==> src/design/aptk_pkg.sv <==
// ----------------------------------------------------------------------------
// aptk_pkg
// shared types and constants of the box pair contact tracker
// ----------------------------------------------------------------------------
package aptk_pkg;

   // request field widths
   localparam int ID_W   = 6;
   localparam int POS_W  = 24;
   localparam int SIZE_W = 16;

   // widths inside the overlap test
   localparam int DIFF_W  = POS_W + 1;    // centre distance, signed
   localparam int SUM_W   = SIZE_W + 1;   // summed size factors, signed
   localparam int BOUND_W = SUM_W + 6;    // fifty times the sum, signed
   localparam int MAG_W   = BOUND_W - 1;  // magnitude of the bound

   // half extent is fifty times the raw size factor
   localparam logic signed [BOUND_W-1:0] HALF_SCALE = BOUND_W'(50);

   localparam int MAX_COLLIDERS_DEF = 64;

   typedef enum logic [1:0] {
      EVT_NONE  = 2'd0,
      EVT_ENTER = 2'd1,
      EVT_STAY  = 2'd2,
      EVT_EXIT  = 2'd3
   } contact_event_type;

   // write back of one touching bit
   typedef struct packed {
      logic en;
      logic touching;
   } touch_wr_type;

endpackage

==> src/design/aptk_overlap.sv <==
// ----------------------------------------------------------------------------
// aptk_overlap
// axis aligned overlap test: distances and size sums registered on load,
// bounds and compares on the registered values
// ----------------------------------------------------------------------------
module aptk_overlap (
   input  logic                                clock,
   input  logic                                load,
   input  logic signed [aptk_pkg::POS_W-1:0]   left_x,
   input  logic signed [aptk_pkg::POS_W-1:0]   left_y,
   input  logic signed [aptk_pkg::POS_W-1:0]   right_x,
   input  logic signed [aptk_pkg::POS_W-1:0]   right_y,
   input  logic signed [aptk_pkg::SIZE_W-1:0]  left_w,
   input  logic signed [aptk_pkg::SIZE_W-1:0]  left_h,
   input  logic signed [aptk_pkg::SIZE_W-1:0]  right_w,
   input  logic signed [aptk_pkg::SIZE_W-1:0]  right_h,
   output logic                                overlap
);

   logic signed [aptk_pkg::DIFF_W-1:0]  dx_ff, dy_ff;
   logic signed [aptk_pkg::SUM_W-1:0]   sw_ff, sh_ff;
   logic signed [aptk_pkg::BOUND_W-1:0] bw, bh;
   logic        [aptk_pkg::DIFF_W-1:0]  adx, ady;
   logic        [aptk_pkg::MAG_W-1:0]   abw, abh;
   logic                                ov_x, ov_y;

   always_ff @(posedge clock) begin
      if (load) begin
         dx_ff <= aptk_pkg::DIFF_W'(left_x) - aptk_pkg::DIFF_W'(right_x);
         dy_ff <= aptk_pkg::DIFF_W'(left_y) - aptk_pkg::DIFF_W'(right_y);
         sw_ff <= aptk_pkg::SUM_W'(left_w) + aptk_pkg::SUM_W'(right_w);
         sh_ff <= aptk_pkg::SUM_W'(left_h) + aptk_pkg::SUM_W'(right_h);
      end
   end

   always_comb begin
      // most negative distance negates to itself, which reads right unsigned
      adx = dx_ff[aptk_pkg::DIFF_W-1] ? aptk_pkg::DIFF_W'(-dx_ff)
                                      : aptk_pkg::DIFF_W'(dx_ff);
      ady = dy_ff[aptk_pkg::DIFF_W-1] ? aptk_pkg::DIFF_W'(-dy_ff)
                                      : aptk_pkg::DIFF_W'(dy_ff);
      bw  = aptk_pkg::BOUND_W'(sw_ff) * aptk_pkg::HALF_SCALE;
      bh  = aptk_pkg::BOUND_W'(sh_ff) * aptk_pkg::HALF_SCALE;
      abw = bw[aptk_pkg::BOUND_W-1] ? aptk_pkg::MAG_W'(-bw) : aptk_pkg::MAG_W'(bw);
      abh = bh[aptk_pkg::BOUND_W-1] ? aptk_pkg::MAG_W'(-bh) : aptk_pkg::MAG_W'(bh);
      ov_x = adx < aptk_pkg::DIFF_W'(abw);
      ov_y = ady < aptk_pkg::DIFF_W'(abh);
      overlap = ov_x && ov_y;
   end

endmodule

==> config.mk <==
export PLATFORM = sky130hd
export DESIGN_NAME = aptk_overlap
export DESIGN_NICKNAME = d
export VERILOG_FILES = /design/src/design/aptk_pkg.sv /design/src/design/aptk_overlap.sv
export SDC_FILE = /design/constraint.sdc
export NUM_CORES = 1
export LEC_CHECK = 0
export BUFFER_PORTS_ARGS = -buffer_cell sky130_fd_sc_hd__buf_4
export CELL_PAD_IN_SITES_DETAIL_PLACEMENT = 1
export CELL_PAD_IN_SITES_GLOBAL_PLACEMENT = 2
export CORE_MARGIN = 2
export CORE_UTILIZATION = 25
export DETAILED_ROUTE_END_ITERATION = 6
export PLACE_DENSITY = 0.71
export SLEW_MARGIN = 10
export SYNTH_ARGS = -nofsm -noshare
export SYNTH_HDL_FRONTEND = slang
export SYNTH_SLANG_ARGS = --single-unit
==> constraint.sdc <==
create_clock -name clock -period 16.6 [get_ports clock]
set_input_delay 0.83 -clock clock [delete_from_list [all_inputs] [get_ports clock]]
set_output_delay 0.83 -clock clock [all_outputs]
set_load 0.02 [all_outputs]
# Word level (Yosys, flattened, before mapping)
# Cells that the tools add are included.
# word_totals
regBits	84
out_inout_bits	1
word_cells	21
# classes
mul	2
n_lt_le_gt_ge	2
reduce_logical	1
mux	4
add_sub_neg	8
# ops
op	n
25-bit by 22-bit less-than comparator with 1-bit output	2
25-bit 2-to-1 mux	2
25-bit negation	2
24-bit by 24-bit subtractor with 25-bit output	2
17-bit by 6-bit multiplier with 22-bit output, second input constant	2
22-bit 2-to-1 mux	2
22-bit negation	2
16-bit by 16-bit adder with 17-bit output	2
1-bit logical AND	1

# Longest topological paths before layout
# depth
ltp_word	5
mapped_depth	26
depth_no_buf	25

# Worst setup path before layout
# Ideal clock, no wire load.
# synth_timing
path_kind	register -> output
from	register sw_ff[2] in the netlist's numbering
to	output overlap
arrival_time_ns	5.835
setup_slack_ns	9.935
n_path_buf	1
path_stages_with_launch	26
path_cell_list	edfxtp_1 -> inv_1 -> ha_1 -> fa_1 -> ha_1 -> ha_1 -> fa_1 -> a211oi_1 -> o211ai_1 -> a31oi_1 -> o31ai_1 -> o41ai_1 -> xor2_1 -> buf_2 -> nand2_1 -> xor2_1 -> ha_1 -> a21o_1 -> a21o_1 -> a21oi_1 -> o21ai_0 -> a31oi_1 -> o41ai_1 -> o211ai_1 -> a21oi_1 -> a211oi_1
# synth_between
elab_chain_len	5
# synth_lines
item	line	source
start: declaration	aptk_overlap.sv:21	logic signed [aptk_pkg::SUM_W-1:0] sw_ff, sh_ff;
start signal: assignment	aptk_overlap.sv:31	sw_ff <= aptk_pkg::SUM_W'(left_w) + aptk_pkg::SUM_W'(right_w);
17-bit by 6-bit multiplier with 22-bit output (*)	aptk_overlap.sv:42	bw = aptk_pkg::BOUND_W'(sw_ff) * aptk_pkg::HALF_SCALE;
22-bit negation	aptk_overlap.sv:44	abw = bw[aptk_pkg::BOUND_W-1] ? aptk_pkg::MAG_W'(-bw) : aptk_pkg::MAG_W'(bw);
22-bit 2-to-1 mux (*)	aptk_overlap.sv:44	
25-bit by 22-bit less-than comparator with 1-bit output (*)	aptk_overlap.sv:46	ov_x = adx < aptk_pkg::DIFF_W'(abw);
1-bit logical AND (*)	aptk_overlap.sv:48	overlap = ov_x && ov_y;
end: declaration	aptk_overlap.sv:17	output logic overlap
# Mark *: on every way between the ends. The rest lies on a longest branch, timed or not.

# Final worst setup path
# Ends and elaborated chain as after synthesis.

==> out/metrics.csv <==
stage,metric,value,unit
die,Core Region,46560,sq um
routing,WL per Instance,14.18,um
sta,final setup fails,0,
clock_network,CTS tree,built,
yosys,Synth warnings,0,
global_route,Global Route Usage Sum,12.26,%
finish,layout cell share with drive strength beyond 1,13.83,%
run,Max Cap Violations,0,
setup_path,crit path launch type,flop,
yosys,"top cells by count, synth","232 x ha_1, 126 x inv_1, 125 x xnor2_1",
die,Die ar.,48910,sq um
routing,routed wire length,29320,um
setup_path,CP Capture Type,output port,
routing,via count,9626,
pwr,Seq pwr share,12.7,%
setup_path,slowest CP cell,xor2_1,
yosys,synthesized area,11790,sq um
routing,DRC,0,
yosys,dominant cells by area after synthesis,"ha_1 25%, edfxtp_1 21%, xnor2_1 9.3%",
finish,# nets final,1884,
die,die width,221.2,um
min_path,worst hold path class,in -> reg,
die,FP Rows,79,
die,I/O Pins,163,
yosys,post-synth cell types,64,
setup_path,Crit path required time,15.77,ns
yosys,dominant cell type by area after synthesis,ha_1,
setup_path,"Max FO, Critical Path",14,
sta,"Slew Viols, Final",0,
global_route,pin count of the biggest net entering global routing,59,
pwr,Worst VDD drop,0.08213,mV
pwr,Leakage,6.305,nW
clock_network,Post-CTS Resized,0,
sta,max frequency,122.7,MHz
finish,multi-input logic area,8762,sq um
clock_network,CTS Root Cell,clkbuf_16,
sta,max_slew headroom,35.71,%
pwr,P_sw,1.257,mW
die,Die Ht,221.2,um
run_status,status,"finished, final reports clean",
setup_path,CP Data Arrival Time,7.32,ns
setup_path,CP most frequent cell,ha_1,
finish,final-layout fill cell count,5412,
sta,RSZ-0062 raised after global routing,no,
placed_design,hpwl dp,25240,um
global_route,first-pass GRT wire length,50380,um
setup_path,Buf/Inv on CP,2,
global_route,initial antenna violation count,0,
yosys,Mapped Nets,1717,
yosys,predominant post-synthesis flop cell,edfxtp_1,
placed_design,Port Buffers,162,
yosys,"Seq/Total Area, Yosys",21.40,%
setup_path,Crit Path Category,reg -> out,
pwr,Clk pwr share,8.2,%
sta,min Tclk post-route,8.152,ns
sta,TNS Setup,0,ns
yosys,syn avg cell area,9.146,sq um
setup_path,max incr delay on CP,0.81,ns
routing,First DRT Iteration DRCs,296,
clock_network,CTS Hold Bufs,0,
sta,Worst Tran Pin Value,0.9611,ns
clock_network,Post CTS Setup Buffer Count,0,
global_route,grt ovf,0,
pwr,power density over cell area,180.8,nW/um^2
finish,Antenna Cells,0,
finish,register area,2522,sq um
pwr,Logic pwr share,79.1,%
sta,crit share post-route,49.11,%
pwr,Pint,1.283,mW
finish,Syn-to-layout area delta,19.10,%
yosys,#FFs+latches synth,84,
clock_network,Max Buffers Root-to-Sink,2,
routing,Final ANT Viol Nets,0,
clock_network,clk sinks,84,
yosys,post-synth top area share,24.62,%
yosys,"Async S/R FF share, synth",0,%
yosys,"EDFF count, synth",84,
die,starting density of the core,25.32,%
clock_network,clock-pin slew on the worst setup and hold paths,0.08,ns
routing,TritonRoute pass-1 iters,4,
setup_path,cell family with most CP delay,compound AO/OA/AOI/OAI gates,
sta,hold slack,0.7343,ns
sta,Final Hold Violating Endpoints,0,
global_route,vias in the first global route,10254,
clock_network,H-tree levels,3,
placed_design,GPL Wtd Cong,0.7831,
yosys,Mapped Cells,1289,
clock_network,number of CTS-inserted buffers,9,
yosys,most frequent cell after synthesis,ha_1,
routing,vias per cell,4.655,
pwr,Switching Fraction,49.49,%
-- kinds of logic after synthesis --
family / Yosys count / share of synthesized area, %
AOI/OAI and AO/OA: 315 / 17.32
and+or+nand+nor: 307 / 12.91
adders and majority gates: 266 / 30.40
xor gates and xnor gates: 180 / 13.44
buffers and inverters: 134 / 4.277
DFF: 84 / 21.40
muxes: 3 / 0.2653
-- area by class of cell --
class,instances,area share (%)
multi-input cells,1071,62.40
flip-flops and latches,84,17.96
repair buffers,164,8.768
well taps,607,5.409
inverters,126,3.368
clock buffers,10,1.631
clock inverters,6,0.4545
-- sequential cells by signal, summed over array words and instances (netlist names) --
register,cells
dx_ff,25
dy_ff,25
sh_ff,17
sw_ff,17
-- power by group through the flow --
stage | clock, mW | sequential, mW | combinational, mW
finish | 0.208 | 0.323 | 2.01
global route | 0.225 | 0.330 | 2.33
CTS | 0.218 | 0.324 | 2.03
detailed placement | 0 | 0.328 | 2.00
global placement | 0 | 0.326 | 1.95
floorplan | 0 | 0.312 | 1.54
-- cell usage in the layout, fill, tap and decap left out, types with 12 or more instances in the layout --
| master | instances |
|---|---|
| nand2b_1 | 12 |
| ha_1 | 232 |
| o21a_1 | 16 |
| xor2_1 | 54 |
| inv_1 | 126 |
| fa_1 | 34 |
| nor3_1 | 31 |
| xnor2_1 | 125 |
| nor2_1 | 81 |
| nand2_1 | 72 |
| a21o_1 | 25 |
| o31ai_1 | 20 |
| edfxtp_1 | 84 |
| or3_1 | 19 |
| a21oi_1 | 78 |
| nand4_1 | 12 |
| buf_4 | 164 |
| nand3_1 | 22 |
| nor2b_1 | 14 |
| o21ai_0 | 80 |
| o41ai_1 | 13 |
| a31oi_1 | 12 |
-- final timing paths --
path              startpoint  endpoint  slack [ns]  cells after the start
hold / removal    right_w[0]  sw_ff[0]        0.73                      2
setup / recovery    sw_ff[2]   overlap        8.45                     25
-- metrics by stage --
step | util, % | cell area, sq um | total power [mW] | std cells | setup WS [ns]
5_1_grt | 30.16 | 14040 | 2.885 | 2068 | 7.714
4_1_cts | 30.16 | 14040 | 2.572 | 2068 | 8.231
2_1_floorplan | - | 11790 | 1.848 | 1289 | 9.935
3_3_place_gp | 29.53 | 13750 | 2.279 | 2052 | 8.832
3_5_place_dp | 29.53 | 13750 | 2.329 | 2052 | 8.673
6_report | 30.16 | 14040 | 2.539 | 2068 | 8.448
-- per-layer routing --
layer | wire length (um) | global-route usage [%]
met4 | 327 | 2.988
met3 | 606 | 1.633
met2 | 13100 | 19.64
met5 | 0 | 0
met1 | 15290 | 17.38
No activity file was read; power rests on OpenSTA's default activity.
